--- config.mk ---
export PLATFORM = sky130hd
export DESIGN_NAME = finite_difference_derivative_top
export DESIGN_NICKNAME = d
export VERILOG_FILES = /design/src/hdl/fdd_pkg.sv /design/src/hdl/finite_difference_derivative_top.sv
export SDC_FILE = /design/constraint.sdc
export NUM_CORES = 1
export LEC_CHECK = 0
export BUFFER_PORTS_ARGS = -buffer_cell sky130_fd_sc_hd__buf_2
export CORE_ASPECT_RATIO = 1.4
export CORE_MARGIN = 2
export CORE_UTILIZATION = 45
export DETAILED_ROUTE_END_ITERATION = 10
export SETUP_SLACK_MARGIN = 0.5
export SYNTH_ARGS = -nofsm -noshare
export SYNTH_HDL_FRONTEND = slang
export SYNTH_SLANG_ARGS = --single-unit
--- constraint.sdc ---
create_clock -name aclk -period 10.4 [get_ports aclk]
set_input_delay 1.04 -clock aclk [delete_from_list [all_inputs] [get_ports aclk]]
set_output_delay 1.04 -clock aclk [all_outputs]
set_load 0.05 [all_outputs]
--- src/hdl/fdd_pkg.sv ---
// Shared types and codes for the finite-difference derivative block.
`timescale 1ns / 1ps

package fdd_pkg;

    // mode register codes
    localparam logic [1:0] MODE_FORWARD  = 2'd0;
    localparam logic [1:0] MODE_BACKWARD = 2'd1;
    localparam logic [1:0] MODE_CENTERED = 2'd2;

    // result status codes
    localparam logic [1:0] STAT_OK        = 2'd0;
    localparam logic [1:0] STAT_ZERO_STEP = 2'd1;
    localparam logic [1:0] STAT_SINGLE    = 2'd2;

    // position within the current series
    localparam logic [1:0] POS_NONE = 2'd0;
    localparam logic [1:0] POS_ONE  = 2'd1;
    localparam logic [1:0] POS_MORE = 2'd2;

    localparam logic [31:0] SAT_MAX = 32'h7FFF_FFFF;
    localparam logic [31:0] SAT_MIN = 32'h8000_0000;

    // quotient bits produced by the serial divider
    localparam int QUO_BITS = 32;

    typedef enum logic [3:0] {
        S_IDLE,
        S_ABS,
        S_CHECK,
        S_DIV,
        S_FIX,
        S_SEL,
        S_MEAN,
        S_OUT1,
        S_OUT2
    } fdd_state_t;

endpackage

--- src/hdl/finite_difference_derivative_top.sv ---
// Finite-difference derivative dy/dx of a Q16.16 sample stream, bit-serial divider.
`timescale 1ns / 1ps
//
// Usage: s_* carries one (x, y) sample per request, both signed Q16.16, with s_tlast
//   marking the final sample of a series. m_* carries the slope in m_tdata, the
//   status in m_tuser (ok, zero x step saturated, single-sample series) and the
//   series end in m_tlast. cfg_* writes the 2-bit mode (forward, backward, centered;
//   3 = centered); the user writes it only while the block is idle (not enforced).
// Steps: difference, magnitude and range check, then a restoring divider that
//   makes one quotient bit per cycle, then sign fix, select and output. A
//   centered interior sample adds a mean step before output, and a second result
//   an output step of its own. A zero x step or an out-of-range quotient skips
//   the divider and sign fix.
// Flow: one sample at a time; s_tready returns once the last result sits in the
//   output register. The first sample of a longer series gives no result and
//   leaves s_tready high.
// Reset: aresetn (synchronous, active low) clears the previous sample, slope,
//   series position and output valid, and sets mode to centered.
// Stall: while m_tready is low the output register holds; a second result waits
//   until the first is taken; the next sample is accepted, but its result waits too.

module finite_difference_derivative_top (
    input  logic        aclk,
    input  logic        aresetn,
    // input samples
    input  logic        s_tvalid,
    output logic        s_tready,
    input  logic [63:0] s_tdata,   // [31:0] x_value, [63:32] y_value
    input  logic        s_tlast,   // series_end
    // derivative results
    output logic        m_tvalid,
    input  logic        m_tready,
    output logic [31:0] m_tdata,   // [31:0] slope
    output logic [1:0]  m_tuser,   // [1:0] status
    output logic        m_tlast,   // last
    // mode register write
    input  logic        cfg_valid,
    output logic        cfg_ready,
    input  logic [1:0]  cfg_data
);
    import fdd_pkg::*;

    fdd_state_t state_reg, state_next;

    logic [1:0]         mode_reg, mode_next;
    logic [31:0]        prev_x_reg, prev_x_next;
    logic [31:0]        prev_y_reg, prev_y_next;
    logic [31:0]        prev_slope_reg, prev_slope_next;
    logic               prev_flag_reg, prev_flag_next;
    logic [1:0]         pos_reg, pos_next;

    // per-sample working registers
    logic [1:0]         item_pos_reg, item_pos_next;
    logic               item_end_reg, item_end_next;
    logic               item_cent_reg, item_cent_next;
    logic signed [32:0] dx_reg, dx_next;
    logic signed [32:0] dy_reg, dy_next;
    logic [32:0]        den_reg, den_next;       // |dx|
    logic [32:0]        num_reg, num_next;       // |dy|
    logic               neg_reg, neg_next;
    logic [32:0]        rem_reg, rem_next;
    logic [31:0]        dvd_reg, dvd_next;       // dividend bits still to shift in
    logic [31:0]        quo_reg, quo_next;
    logic [4:0]         cnt_reg, cnt_next;
    logic [31:0]        s_reg, s_next;
    logic               f_reg, f_next;
    logic signed [32:0] sum_reg, sum_next;

    // pending first result; the optional second one is (s, f, last)
    logic [31:0]        r1_slope_reg, r1_slope_next;
    logic [1:0]         r1_status_reg, r1_status_next;
    logic               r1_last_reg, r1_last_next;
    logic               two_reg, two_next;

    // output register
    logic               m_valid_reg, m_valid_next;
    logic [31:0]        m_data_reg, m_data_next;
    logic [1:0]         m_user_reg, m_user_next;
    logic               m_last_reg, m_last_next;

    logic               s_accept;
    logic               out_free;
    logic [31:0]        x_in, y_in;
    logic [33:0]        shifted;
    logic               fits;
    logic [32:0]        mean_adj;
    logic               cent_now;

    assign x_in      = s_tdata[31:0];
    assign y_in      = s_tdata[63:32];
    assign s_tready  = (state_reg == S_IDLE);
    assign s_accept  = s_tvalid && s_tready;
    assign out_free  = !m_valid_reg || m_tready;
    assign cfg_ready = 1'b1;
    assign cent_now  = !(mode_reg == MODE_FORWARD || mode_reg == MODE_BACKWARD);

    // one restoring step: shift in the next dividend bit, subtract if it fits
    assign shifted  = {rem_reg, dvd_reg[31]};
    assign fits     = shifted >= {1'b0, den_reg};
    // truncate toward zero: bump odd negative sums before the halving
    assign mean_adj = sum_reg + {32'd0, sum_reg[32] & sum_reg[0]};

    assign m_tvalid = m_valid_reg;
    assign m_tdata  = m_data_reg;
    assign m_tuser  = m_user_reg;
    assign m_tlast  = m_last_reg;

    always_ff @(posedge aclk) begin
        if (!aresetn) begin
            state_reg      <= S_IDLE;
            mode_reg       <= MODE_CENTERED;
            prev_x_reg     <= '0;
            prev_y_reg     <= '0;
            prev_slope_reg <= '0;
            prev_flag_reg  <= 1'b0;
            pos_reg        <= POS_NONE;
            m_valid_reg    <= 1'b0;
        end else begin
            state_reg      <= state_next;
            mode_reg       <= mode_next;
            prev_x_reg     <= prev_x_next;
            prev_y_reg     <= prev_y_next;
            prev_slope_reg <= prev_slope_next;
            prev_flag_reg  <= prev_flag_next;
            pos_reg        <= pos_next;
            m_valid_reg    <= m_valid_next;
        end
        item_pos_reg  <= item_pos_next;
        item_end_reg  <= item_end_next;
        item_cent_reg <= item_cent_next;
        dx_reg        <= dx_next;
        dy_reg        <= dy_next;
        den_reg       <= den_next;
        num_reg       <= num_next;
        neg_reg       <= neg_next;
        rem_reg       <= rem_next;
        dvd_reg       <= dvd_next;
        quo_reg       <= quo_next;
        cnt_reg       <= cnt_next;
        s_reg         <= s_next;
        f_reg         <= f_next;
        sum_reg       <= sum_next;
        r1_slope_reg  <= r1_slope_next;
        r1_status_reg <= r1_status_next;
        r1_last_reg   <= r1_last_next;
        two_reg       <= two_next;
        m_data_reg    <= m_data_next;
        m_user_reg    <= m_user_next;
        m_last_reg    <= m_last_next;
    end

    always_comb begin
        state_next      = state_reg;
        mode_next       = mode_reg;
        prev_x_next     = prev_x_reg;
        prev_y_next     = prev_y_reg;
        prev_slope_next = prev_slope_reg;
        prev_flag_next  = prev_flag_reg;
        pos_next        = pos_reg;
        item_pos_next   = item_pos_reg;
        item_end_next   = item_end_reg;
        item_cent_next  = item_cent_reg;
        dx_next         = dx_reg;
        dy_next         = dy_reg;
        den_next        = den_reg;
        num_next        = num_reg;
        neg_next        = neg_reg;
        rem_next        = rem_reg;
        dvd_next        = dvd_reg;
        quo_next        = quo_reg;
        cnt_next        = cnt_reg;
        s_next          = s_reg;
        f_next          = f_reg;
        sum_next        = sum_reg;
        r1_slope_next   = r1_slope_reg;
        r1_status_next  = r1_status_reg;
        r1_last_next    = r1_last_reg;
        two_next        = two_reg;
        m_valid_next    = m_valid_reg;
        m_data_next     = m_data_reg;
        m_user_next     = m_user_reg;
        m_last_next     = m_last_reg;

        if (cfg_valid && cfg_ready) begin
            mode_next = cfg_data;
        end

        // result taken downstream
        if (m_valid_reg && m_tready) begin
            m_valid_next = 1'b0;
        end

        unique case (state_reg)
            S_IDLE: begin
                if (s_accept) begin
                    item_pos_next  = pos_reg;
                    item_end_next  = s_tlast;
                    item_cent_next = cent_now;
                    dx_next = $signed({x_in[31], x_in}) - $signed({prev_x_reg[31], prev_x_reg});
                    dy_next = $signed({y_in[31], y_in}) - $signed({prev_y_reg[31], prev_y_reg});
                    prev_x_next = x_in;
                    prev_y_next = y_in;
                    if (s_tlast) begin
                        pos_next = POS_NONE;
                    end else if (pos_reg == POS_NONE) begin
                        pos_next = POS_ONE;
                    end else begin
                        pos_next = POS_MORE;
                    end
                    if (pos_reg == POS_NONE) begin
                        // single-sample series, or silent first sample
                        r1_slope_next  = '0;
                        r1_status_next = STAT_SINGLE;
                        r1_last_next   = 1'b1;
                        two_next       = 1'b0;
                        state_next     = s_tlast ? S_OUT1 : S_IDLE;
                    end else begin
                        state_next = S_ABS;
                    end
                end
            end
            S_ABS: begin
                den_next   = dx_reg[32] ? 33'(-dx_reg) : 33'(dx_reg);
                num_next   = dy_reg[32] ? 33'(-dy_reg) : 33'(dy_reg);
                neg_next   = dx_reg[32] ^ dy_reg[32];
                state_next = S_CHECK;
            end
            S_CHECK: begin
                if (den_reg == '0) begin
                    // zero x step: saturate by the sign of dy, zero when dy is zero too
                    f_next = 1'b1;
                    if (num_reg == '0) begin
                        s_next = '0;
                    end else begin
                        s_next = dy_reg[32] ? SAT_MIN : SAT_MAX;
                    end
                    state_next = S_SEL;
                end else if ({16'd0, num_reg[32:16]} >= den_reg) begin
                    // quotient reaches 2^32: out of range either way
                    f_next     = 1'b0;
                    s_next     = neg_reg ? SAT_MIN : SAT_MAX;
                    state_next = S_SEL;
                end else begin
                    rem_next   = {16'd0, num_reg[32:16]};
                    dvd_next   = {num_reg[15:0], 16'd0};
                    quo_next   = '0;
                    cnt_next   = '0;
                    state_next = S_DIV;
                end
            end
            S_DIV: begin
                rem_next = fits ? 33'(shifted - {1'b0, den_reg}) : shifted[32:0];
                dvd_next = {dvd_reg[30:0], 1'b0};
                quo_next = {quo_reg[30:0], fits};
                cnt_next = cnt_reg + 5'd1;
                if (cnt_reg == 5'(QUO_BITS - 1)) begin
                    state_next = S_FIX;
                end
            end
            S_FIX: begin
                f_next = 1'b0;
                if (!neg_reg) begin
                    s_next = quo_reg[31] ? SAT_MAX : quo_reg;
                end else if (quo_reg[31] && (quo_reg[30:0] != '0)) begin
                    s_next = SAT_MIN;
                end else begin
                    s_next = -quo_reg;
                end
                state_next = S_SEL;
            end
            S_SEL: begin
                r1_slope_next  = s_reg;
                r1_status_next = f_reg ? STAT_ZERO_STEP : STAT_OK;
                if (!item_cent_reg) begin
                    r1_last_next = item_end_reg;
                    two_next     = 1'b0;
                    state_next   = S_OUT1;
                end else if (item_pos_reg == POS_ONE) begin
                    r1_last_next = 1'b0;
                    two_next     = item_end_reg;
                    state_next   = S_OUT1;
                end else begin
                    sum_next   = $signed({prev_slope_reg[31], prev_slope_reg})
                               + $signed({s_reg[31], s_reg});
                    state_next = S_MEAN;
                end
            end
            S_MEAN: begin
                r1_slope_next  = mean_adj[32:1];
                r1_status_next = (f_reg || prev_flag_reg) ? STAT_ZERO_STEP : STAT_OK;
                r1_last_next   = 1'b0;
                two_next       = item_end_reg;
                state_next     = S_OUT1;
            end
            S_OUT1: begin
                if (out_free) begin
                    m_valid_next = 1'b1;
                    m_data_next  = r1_slope_reg;
                    m_user_next  = r1_status_reg;
                    m_last_next  = r1_last_reg;
                    if (item_pos_reg != POS_NONE) begin
                        prev_slope_next = s_reg;
                        prev_flag_next  = f_reg;
                    end
                    state_next = two_reg ? S_OUT2 : S_IDLE;
                end
            end
            S_OUT2: begin
                // centered end point: the one-sided slope
                if (out_free) begin
                    m_valid_next = 1'b1;
                    m_data_next  = s_reg;
                    m_user_next  = f_reg ? STAT_ZERO_STEP : STAT_OK;
                    m_last_next  = 1'b1;
                    state_next   = S_IDLE;
                end
            end
            default: begin
                state_next = S_IDLE;
            end
        endcase
    end

    // single-sample result is always a last zero
    a_single_shape: assert property (@(posedge aclk) disable iff (!aresetn)
        (m_valid_reg && m_user_reg == STAT_SINGLE) |-> (m_last_reg && m_data_reg == '0))
        else $error("single-sample result malformed");

    // divider runs exactly QUO_BITS steps
    a_div_done: assert property (@(posedge aclk) disable iff (!aresetn)
        (state_reg == S_DIV && cnt_reg == 5'(QUO_BITS - 1)) |=> (state_reg == S_FIX))
        else $error("divider step count wrong");

    // a second result only follows the first
    a_out2_order: assert property (@(posedge aclk) disable iff (!aresetn)
        (state_reg == S_OUT2) |-> ($past(state_reg) == S_OUT1 || $past(state_reg) == S_OUT2))
        else $error("second result without first");

    // first sample of a longer series produces nothing
    a_first_silent: assert property (@(posedge aclk) disable iff (!aresetn)
        (s_accept && pos_reg == POS_NONE && !s_tlast) |=> (state_reg == S_IDLE))
        else $error("first sample started work");

endmodule
Word level (Yosys, flattened, before mapping)
Cells that the tools add are included.

Reductions and logical operators: 29. Equal/unequal tests: 20. Add/sub/neg operators: 9. Mux-type cells: 71. Bitwise gates (word level): 3. Magnitude comparators: 2.

Operators with widths (number): $mux W32 (17); $pmux W32 S2 (4); $mux W33 (3); $pmux W32 S3 (1); $logic_not A33 Y1 (2); $neg A33 Y33 (2); $pmux W33 S2 (1); $sub A32 B32 Y33 (2); $pmux W4 S9 (1); $ge A34 B33 Y1 (1); $add A32 B32 Y33 (1); $add A33 B1 Y33 (1); $ge A17 B33 Y1 (1); $sub A33 B33 Y33 (1); $neg A32 Y32 (1); $mux W31 (1); $reduce_bool A31 Y1 (1); $mux W4 (5); $mux W1 (19); $eq A4 B3 Y1 const B (4); $reduce_and A3 Y1 (5); $mux W2 (6); $mux W3 (4); $mux W5 (2); other kinds (27) (48).

Bits in registers: 482.

Logic depth before layout (Yosys ltp)
Gate-level depths: netlist of run 1.

Word-level depth: 5. Gate-level depth with buffers: 14. Gate-level depth less buffers: 12.

Worst setup path before layout of run 1
No wires, ideal clock.

Path type: reg-to-reg. From: register state_reg[0]. To: register state_reg[1]. Arrival time: 5.841 ns. Buffers on the path: 1. Slack: 4.483 ns. Stages on the path, launching flop included: 7. Required time: 10.324 ns. Path through: dfxtp_1 clkbuf_1 nand2b_1 nor3_1 a311oi_1 a21bo_2 a21boi_0.

Word-level cells in the longest chain between the ends: 4. Elaborated cells on any way between the ends: 16. Classes of those cells: eq/ne: 12; mux: 1; reduce/logical: 3.

RTL lines: from (decl) (line finite_difference_derivative_top.sv:43) `fdd_state_t state_reg, state_next;`; from (signal assigned) (line finite_difference_derivative_top.sv:119) `state_reg <= state_next;`; $logic_not A4 Y1 (line finite_difference_derivative_top.sv:91, finite_difference_derivative_top.sv:193); $logic_and A1 B1 Y1 (line finite_difference_derivative_top.sv:92) `assign s_accept = s_tvalid && s_tready;`; $ne A2 B1 Y1 (no line); $reduce_and A4 Y1 (no line).

Parallel ways exist; a longest one is shown, timed or not. A chain may end at the register's enable or synchronous reset.

Worst setup path after layout of run 1
From: register den_reg[0]. To: register rem_reg[10] (data pin).

Word-level cells in the longest chain between the ends: 3. Elaborated cells on any way between the ends: 4. Classes of those cells: add/sub: 1; order compare: 1; mux: 2.

RTL lines: from (decl) (line finite_difference_derivative_top.sv:58) `logic [32:0] den_reg, den_next;`; from (signal assigned) (line finite_difference_derivative_top.sv:133) `den_reg <= den_next;`; $sub A33 B33 Y33 or $ge A34 B33 Y1 (tied branches) (line finite_difference_derivative_top.sv:252, finite_difference_derivative_top.sv:99); $mux W33 * (line finite_difference_derivative_top.sv:252) `rem_next = fits ? 33'(shifted - {1'b0, den_reg}) : shifted[32:0];`; $pmux W33 S2 * (line finite_difference_derivative_top.sv:193) `unique case (state_reg)`; via rem_next[10] (line finite_difference_derivative_top.sv:61) `logic [32:0] rem_reg, rem_next;`; to (signal assigned) (line finite_difference_derivative_top.sv:136) `rem_reg <= rem_next;`; to (decl) (line finite_difference_derivative_top.sv:61).

Mark *: on every way through the listed nets, which the timed path passes. The rest lies on a longest branch.

==> results of run 1 <==
[worst max-delay path, stage by stage, from the launching register on]
cell      delay [ps]
edfxtp_1         480
ha_1             280
fa_1             410
nor2b_1          180
o31a_1           240
o31ai_1          130
o2111a_1         310
o21a_1           260
a21boi_0         270
nand2b_1         320
buf_4            470
mux2i_1          300
o21ai_0          120
[stage by stage]
stage | setup WS [ps] | instance area (µm²)
2_1_floorplan | 4480 | 27100
3_3_place_gp | 5990 | 28300
3_5_place_dp | 5970 | 28300
4_1_cts | 6360 | 29900
5_1_grt | 6150 | 29900
6_report | 6310 | 29900
[logic make-up after synthesis]
kind of cell             share of synthesized area (%)
XOR/XNOR                                          6.28
multiplexers                                      2.75
other                                           0.0139
AND/OR/NAND/NOR                                   16.2
AO/OA/AOI/OAI                                     15.9
flip-flops                                        47.7
buffers and inverters                             3.78
adder cells (fa/ha/maj)                           7.32
[synthesized netlist by cell type, drive strengths merged (43+ instances only)]
cell type,n,area share [%]
a21boi,111,3.1
a21o,46,1.3
a21oi,148,2.7
and2,43,0.99
clkbuf,101,1.4
dfxtp,105,7.8
edfxtp,360,40
ha,152,7.0
inv,159,2.2
nand2,445,6.2
nand3,60,1.1
nor2,132,1.9
nor3,48,0.89
o21ai,160,3.0
xnor2,140,4.5
xor2,54,1.7
[final timing paths]
kind	startpoint	end	slack, ps	cells after the start
max reg2reg	den_reg[0]$_DFFE_PP_	rem_reg[10]$_DFFE_PP_	6310	12
max	den_reg[0]$_DFFE_PP_	rem_reg[10]$_DFFE_PP_	6310	12
min	mode_reg[1]$_SDFFE_PN1P_	item_cent_reg$_DFFE_PP_	440	0
min reg2reg	mode_reg[1]$_SDFFE_PN1P_	item_cent_reg$_DFFE_PP_	440	0
[final cells by class]
type	instances	area [µm²]
multi-input combinational	2025	13200
timing repair buffer	130	708
fill	5357	29600
clock buffer	71	1380
tap	756	946
sequential	465	12900
clock inverter	19	206
inverter	159	599
[metal layers]
metal  global-route usage, %  routed length [µm]  vias to the layer above
met5                       0                   0                        -
met4                    7.92                2190                        0
met3                    2.38                1700                      115
met2                    33.6               28800                      346
met1                    19.4               22600                     9142
li1                        -                   -                    10100
[cells in the final DEF (no fill, tap or decap), drive strengths merged, types with 16 or more instances in the layout]
cell type,n
nor3,48
xnor2,140
buf,130
ha,152
o21ai,160
and2,43
o22ai,19
a31oi,16
nand3,60
xor2,54
and3,27
mux2i,35
a21oi,148
nand2b,26
o21bai,17
mux2,35
nor4,28
a21boi,111
nor2b,32
clkbuf,71
nand4,26
edfxtp,360
a211oi,17
dfxtp,105
o21a,26
or3,31
nor2,132
inv,160
a21o,46
nand2,445
o31ai,24
[power groups by stage]
stage | logic [µW] | registers (µW) | clock network [µW]
floorplan | 2290 | 3160 | 0
global placement | 2800 | 3250 | 0
detailed placement | 2870 | 3270 | 0
CTS | 2890 | 3240 | 1790
global route | 3240 | 3310 | 1850
finish | 2880 | 3230 | 1720
==> impl_metrics.env, run 1 <==
export IMPL_status="finished, final reports clean"
export IMPL_critPathMaxFanout=28
export IMPL_vias=19700
export IMPL_nets=3057
export IMPL_synthCells=2760
export IMPL_worst_slew_pin_slew_ps=1030
export IMPL_clk_pin_slew_ps=60
export IMPL_slew_headroom_pct=29.7
export IMPL_setup_violations=0
export IMPL_power_leakage_uw=0.0112
export IMPL_synth_avg_cell_area_um2=9.81
export IMPL_p_clk_share_pct=22.0
export IMPL_post_cts_setup_buffers=0
export IMPL_antenna_found_initial=0
export IMPL_ios=110
export IMPL_power_total_uw=7830
export IMPL_cts_root_buf="clkbuf_16"
export IMPL_holdBufCountCts=0
export IMPL_overflow=0
export IMPL_max_freq_mhz=245
export IMPL_maxCapViolCount=0
export IMPL_synth_nets=2988
export IMPL_worstSetupPathType="flip-flop to flip-flop"
export IMPL_drtAntennaViolNets=0
export IMPL_p_int_uw=5020
export IMPL_peakVddDrop_mv=0.162
export IMPL_die_area_um2=62100
export IMPL_fin_skew_ps=19.1
export IMPL_dp_cells=3535
export IMPL_row_count=106
export IMPL_hold_viol=0
export IMPL_netlist_area_um2=27100
export IMPL_routedWlPerCell_um=15.2
export IMPL_port_buffers=107
export IMPL_synth_seq_area_share_pct=47.7
export IMPL_synth_top_flop_cell="edfxtp_1"
export IMPL_setup_tns_ps=0
export IMPL_hp_class="flip-flop to flip-flop"
export IMPL_viasPerCell=5.42
export IMPL_cts_resized=0
export IMPL_drive_above_1_share_pct=9.48
export IMPL_switching_share_pct=35.9
export IMPL_htreeDepth=2
export IMPL_cts_tree="yes"
export IMPL_grt_max_degree=106
export IMPL_globalRouteTotalUtil_pct=17.7
export IMPL_synth_enable_flop_cells=360
export IMPL_fin_cells=3625
export IMPL_numCtsBuffers=48
export IMPL_grt_pass1_vias=19200
export IMPL_grt_pass1_wl_mm=91.0
export IMPL_fin_crit_sh_pct=39.3
export IMPL_drv_slew=0
export IMPL_switchingPower_uw=2820
export IMPL_drc=0
export IMPL_seqPwrFrac_pct=41.3
export IMPL_rsz0062_at_grt="no"
export IMPL_ys_ff_latch=465
export IMPL_clkSinkCount=465
export IMPL_diodes=0
export IMPL_critPathLaunchType="flip-flop"
export IMPL_period_minus_slack_ps=4090
export IMPL_p_per_area_nw_per_um2=262
export IMPL_chipHeight_um=294
export IMPL_drtIter0Drc=768
export IMPL_start_util_pct=45.4
export IMPL_cts_buffer_depth=3
export IMPL_hold_slack_ps=435
export IMPL_worstPathArrival_ps=4380
export IMPL_worstPathRequired_ps=10700
export IMPL_utilization_pct=50.2
export IMPL_dr_pass1_iters=5
export IMPL_core_area_um2=59500
export IMPL_die_x_um=211
export IMPL_drt_wl_total_mm=55.2
export IMPL_power_frac_comb_pct=36.7
export IMPL_end_kind="flip-flop"
export IMPL_areaGrowthSynthToFinish_pct=10.6
export IMPL_synthArstFlopShare_pct=0
export IMPL_ys_warn_count=0
export IMPL_dp_hpwl_mm=41.3
export IMPL_gp_congestion=0.901
export IMPL_clock_latency_ps=590
export IMPL_synth_cell_types=81
No activity file was read; power rests on OpenSTA's default activity.
==> run 2: changes to the inputs <==
Clock period 10.4 ns to 4 ns, I/O delays scaled along.
==> impl_metrics.env, run 2 (same netlist as run 1, synthesis figures left out) <==
export IMPL_cts_buffer_depth=3
export IMPL_maxCapViolCount=0
export IMPL_worstPathArrival_ps=3680
export IMPL_r2r_end="rem_reg[23]$_SDFFCE_PN0P_"
export IMPL_rsz0062_at_grt="yes"
export IMPL_grt_pass1_vias=19300
export IMPL_critPathMaxFanout=10
export IMPL_globalRouteTotalUtil_pct=17.8
export IMPL_antenna_found_initial=0
export IMPL_die_x_um=211
export IMPL_status="finished, final reports clean"
export IMPL_drtAntennaViolNets=0
export IMPL_path_depth=12
export IMPL_worstSetupPathType="flip-flop to flip-flop"
export IMPL_worstPathRequired_ps=4300
export IMPL_drtIter0Drc=758
export IMPL_reg2reg_depth=12
export IMPL_setup_tns_ps=0
export IMPL_slowest_delay_ps=450
export IMPL_chipHeight_um=294
export IMPL_start_util_pct=45.4
export IMPL_overflow=0
export IMPL_period_minus_slack_ps=3380
export IMPL_worst_slack_ps=622
export IMPL_multi_input_area_um2=13300
export IMPL_setup_violations=0
export IMPL_critical_path_top_delay_family="compound AO/OA/AOI/OAI gates"
export IMPL_drc=0
export IMPL_drt_wl_total_mm=56.0
export IMPL_worst_slew_pin_slew_ps=1020
export IMPL_row_count=106
export IMPL_clock_latency_ps=580
export IMPL_numCtsBuffers=48
export IMPL_slew_headroom_pct=32.0
export IMPL_drive_above_1_share_pct=10.5
export IMPL_hp_class="primary input to flip-flop"
export IMPL_timing_rr_start="den_reg[0]$_DFFE_PP_"
export IMPL_viasPerCell=5.42
export IMPL_dr_pass1_iters=5
export IMPL_reg2reg_slack_ps=620
export IMPL_dp_hpwl_mm=41.8
export IMPL_grt_pass1_wl_mm=91.6
export IMPL_critPathLaunchType="flip-flop"
export IMPL_drv_slew=0
export IMPL_cts_tree="yes"
export IMPL_end_kind="flip-flop"
export IMPL_seq_area_um2=12900
export IMPL_fin_crit_sh_pct=84.4
export IMPL_dpl_worst_slack_ps=342
export IMPL_hold_viol=0
export IMPL_cts_root_buf="clkbuf_16"
export IMPL_areaGrowthSynthToFinish_pct=12.2
export IMPL_max_freq_mhz=296
export IMPL_port_buffers=107
export IMPL_routedWlPerCell_um=15.3
export IMPL_peakVddDrop_mv=0.403
export IMPL_layout_commonest_cell="nand2_1"
export IMPL_fin_skew_ps=14.5
export IMPL_critPathLaunch="den_reg[0]$_DFFE_PP_"
export IMPL_core_area_um2=59500
export IMPL_diodes=0
export IMPL_hp_start="cfg_valid"
export IMPL_nets=3080
export IMPL_setup_worst_path_end="rem_reg[23]$_SDFFCE_PN0P_"
export IMPL_cp_num_buf_inv=1
export IMPL_clkSinkCount=465
export IMPL_power_leakage_uw=0.0114
export IMPL_htreeDepth=2
export IMPL_grt_max_degree=135
export IMPL_ios=110
export IMPL_gp_congestion=0.879
export IMPL_die_area_um2=62100
export IMPL_vias=19800
export IMPL_p_per_area_nw_per_um2=688
export IMPL_n_fill_cell=5383
export IMPL_critPathSlowestCell="edfxtp_1"
export IMPL_final_cell_mix="443 x nand2_1, 360 x edfxtp_1, 158 x inv_1"
export IMPL_clk_pin_slew_ps=70
export IMPL_path_cells="ha_1 -> fa_1 -> nor2b_1 -> o31a_1 -> o31ai_1 -> o2111a_2 -> o21a_2 -> a21boi_2 -> nand2b_4 -> buf_4 -> mux2i_1 -> nor2_1"
## run 2: changes by cell type in the layout (fill, tap and decap cells not counted), moves of 4 or more
cell	previous run	this run
clkinv_2	8	1
clkbuf_1	16	7
buf_12	0	4
clkinv_1	3	14
bufinv_16	4	8
buf_4	23	39
## run 2: final cells by class
type	count	share of cell area (%)
clock inverter	30	1.18
clock buffer	60	4.34
sequential	465	42.5
tap	756	3.12
multi-input combinational	2026	43.8
inverter	159	1.97
timing repair buffer	152	3.11
## run 2: through the flow
step	area, µm²	hold slack, ps	total power [µW]	std cells	utilization (%)
floorplan	27100	440	14200	2760	-
global placement	28600	417	15900	3554	47.9
detailed placement	28600	434	16100	3554	47.9
CTS	30200	9.44	21000	3645	50.8
global route	30400	51.4	22400	3648	51.0
finish	30400	57.6	20900	3648	51.0
## run 2: timing repair
item,4_1_cts,5_1_grt
gates cloned,0,2
setup endpoints to repair,9,96
hold buffers,1,0
pin swaps,0,1
setup buffers,0,1
hold endpoints to repair,1,0
gates resized for setup,2,18
## run 2: how the worst min path moves through the flow
stage / endpoint / slack, ps / depth (start not counted)
after floorplan: mode_reg[1]$_SDFFE_PN1P_ / 440 / 2
after global placement: item_cent_reg$_DFFE_PP_ / 420 / 0
final: mode_reg[1]$_SDFFE_PN1P_ / 60 / 3
after detailed placement: item_cent_reg$_DFFE_PP_ / 430 / 0
after CTS: mode_reg[1]$_SDFFE_PN1P_ / 9 / 3
after global routing: prev_y_reg[2]$_SDFFE_PN0P_ / 50 / 3
## run 2: where the power goes
| part | switching (µW) | internal (µW) | total [µW] | leakage (µW) |
|---|---|---|---|---|
| sequential | 1060 | 7360 | 8420 | 0.00420 |
| combinational | 4510 | 3220 | 7730 | 0.00636 |
| clock | 1890 | 2850 | 4740 | 0.000805 |
| total | 7460 | 13400 | 20900 | 0.0114 |
## run 2: per-layer routing
metal | global-route usage [%] | routed length, µm | up-vias | share of wire (%)
met5 | 0 | 0 | - | 0
met1 | 19.4 | 22500 | 9200 | 40
li1 | - | - | 10100 | -
met3 | 2.40 | 1870 | 128 | 3.3
met2 | 34.2 | 29400 | 361 | 53
met4 | 7.59 | 2190 | 0 | 3.9
## run 2: tightest hold or removal path, cell delays in order
cell and delay [ps]:
buf_2 90, mux2i_1 60, nand2_1 60
==> run 3: changes to the inputs <==
Settings changed: ABC_AREA from default to 1.
Clock period 4 ns to 3.2 ns, I/O delays scaled along.
==> impl_metrics.env, run 3 <==
export IMPL_status="finished, final reports clean"
export IMPL_ios=110
export IMPL_grt_pass1_wl_mm=115
export IMPL_synth_top_area_share_pct=37.7
export IMPL_synth_seq_area_share_pct=45.0
export IMPL_synthArstFlopShare_pct=0
export IMPL_peakVddDrop_mv=0.576
export IMPL_ys_top_cells_by_count="710 x nand2_1, 457 x inv_1, 381 x nor2_1"
export IMPL_core_area_um2=63100
export IMPL_diodes=0
export IMPL_grt_max_degree=123
export IMPL_reg2reg_depth=10
export IMPL_setup_tns_ps=0
export IMPL_start_util_pct=45.4
export IMPL_end_kind="flip-flop"
export IMPL_cts_tree="yes"
export IMPL_critPathMaxFanout=33
export IMPL_synth_nets=3734
export IMPL_synth_top_flop_cell="edfxtp_1"
export IMPL_fin_area_um2=32500
export IMPL_power_leakage_uw=0.0136
export IMPL_areaGrowthSynthToFinish_pct=13.2
export IMPL_worstPathRequired_ps=3460
export IMPL_die_x_um=217
export IMPL_overflow=0
export IMPL_synthCells=3506
export IMPL_worstSetupPathType="flip-flop to flip-flop"
export IMPL_htreeDepth=2
export IMPL_clkSinkCount=465
export IMPL_synth_avg_cell_area_um2=8.18
export IMPL_utilization_pct=51.4
export IMPL_worst_slew_pin_slew_ps=1110
export IMPL_p_per_area_nw_per_um2=810
export IMPL_worstHoldPathCells=3
export IMPL_routedWlPerCell_um=16.0
export IMPL_port_buffers=107
export IMPL_numCtsBuffers=49
export IMPL_drv_slew=0
export IMPL_grt_pass1_vias=23200
export IMPL_hold_viol=0
export IMPL_cts_buffer_depth=3
export IMPL_clk_pin_slew_ps=60
export IMPL_critPathLaunchType="flip-flop"
export IMPL_cts_root_buf="clkbuf_16"
export IMPL_rsz0062_at_grt="yes"
export IMPL_layout_commonest_cell="nand2_1"
export IMPL_worstPathArrival_ps=2920
export IMPL_slew_headroom_pct=25.8
export IMPL_synth_most_common_cell="nand2_1"
export IMPL_dr_pass1_iters=7
export IMPL_fin_crit_sh_pct=83.2
export IMPL_ys_ff_latch=465
export IMPL_maxCapViolCount=0
export IMPL_n_fill_cell=6152
export IMPL_hp_class="primary input to flip-flop"
export IMPL_drtIter0Drc=951
export IMPL_placed_cell_area_um2=30400
export IMPL_final_cell_mix="701 x nand2_1, 453 x inv_1, 362 x nor2_1"
export IMPL_synth_cell_types=57
export IMPL_ys_warn_count=0
export IMPL_viasPerCell=5.17
export IMPL_synth_area_leader_cell="edfxtp_1"
export IMPL_drive_above_1_share_pct=8.88
export IMPL_max_freq_mhz=376
export IMPL_period_minus_slack_ps=2660
export IMPL_synth_enable_flop_cells=360
export IMPL_chipHeight_um=303
export IMPL_nets=3882
export IMPL_globalRouteTotalUtil_pct=21.9
export IMPL_seq_area_um2=12900
export IMPL_fin_skew_ps=39.9
export IMPL_drtAntennaViolNets=0
export IMPL_synthTopCellsByArea="edfxtp_1 38%, nand2_1 9.3%, dfxtp_1 7.3%, ha_1 6.6%, inv_1 6.0%"
export IMPL_die_area_um2=65800
export IMPL_clock_latency_ps=600
export IMPL_antenna_found_initial=0
export IMPL_netlist_area_um2=28700
export IMPL_drc=0
export IMPL_setup_violations=0
export IMPL_power_total_uw=26300
export IMPL_hold_slack_ps=31.8
export IMPL_drt_wl_total_mm=72.3
export IMPL_dp_hpwl_mm=57.2
export IMPL_vias=23400
export IMPL_multi_input_area_um2=13900
export IMPL_row_count=109
export IMPL_gp_congestion=0.964
[run 3: cell count changes after synthesis, moves of 33 or more]
cell	change
mux2_2	-35
a21boi_0	-102
inv_1	+298
xor2_1	+85
nand2_1	+265
and2_1	-41
xnor2_1	-88
nand4_1	+33
mux2i_1	-35
nand3_1	+81
a21oi_1	+114
nor2_1	+250
o21ai_0	+145
[run 3: logic make-up after synthesis]
| group | share of synthesized area, % |
|---|---|
| adders and majority gates | 6.91 |
| buffers and inverters | 7.36 |
| AOI/OAI and AO/OA | 13.2 |
| and+or+nand+nor | 21.7 |
| other | 0.0131 |
| DFF | 45.0 |
| xor gates and xnor gates | 5.83 |
[run 3: power breakdown]
group	internal, µW	switching (µW)
clock network	3460	2350
logic	3700	6990
registers	8960	852
[run 3: worst paths after layout]
| path | slack, ps | endpoint | startpoint |
|---|---|---|---|
| worst max register to register | 540 | s_reg[7]$_DFFE_PP_ | num_reg[30]$_DFFE_PP_ |
| worst min register to register | 450 | den_reg[0]$_DFFE_PP_ | dx_reg[0]$_DFFE_PP_ |
| worst min-delay path | 30 | prev_y_reg[14]$_SDFFE_PN0P_ | s_tdata[46] |
| worst max-delay path | 540 | s_reg[7]$_DFFE_PP_ | num_reg[30]$_DFFE_PP_ |
[run 3: cell type report]
| class | instances | share of cell area, % |
|---|---|---|
| flip-flops and latches | 465 | 39.8 |
| well taps | 832 | 3.21 |
| multi-input cells | 2494 | 42.8 |
| inverters | 462 | 5.36 |
| repair inverters | 1 | 0.0231 |
| clock inverters | 22 | 0.917 |
| repair buffers | 181 | 3.87 |
| clock buffers | 67 | 4.08 |
[run 3: per-stage QoR]
step / worst slack (ps) / std cells
floorplan: 538 / 3506
global placement: 348 / 4403
detailed placement: 349 / 4403
CTS: 505 / 4516
global route: 378 / 4524
finish: 539 / 4524
[run 3: what timing repair did]
action,CTS,global route
setup buffers,5,8
cloned,2,0
pin swaps,3,15
hold buffers,17,0
endpoints found under the hold margin,15,0
endpoints found under the setup margin,101,89
resized for setup,10,46
[run 3: worst max-delay path, stage by stage (launching register included)]
cell and delay [ps]:
edfxtp_1 490, ha_1 390, nand2_1 70, nor2_1 120
nand2_1 70, nor3_1 340, nand3_1 170, nand4_1 210
nand2_1 120, nand2_1 120, buf_12 210
[run 3: per-layer routing]
metal  part of all wire (%)  vias to the layer above  GRT usage [%]  wire length [µm]
met5                      0                        -              0                 0
met4                    5.2                        0           10.8              3790
met3                    3.1                      174           2.35              2260
met2                     53                      442           43.0             38300
met1                     39                    10600           23.0             27900
li1                       -                    12100              -                 -
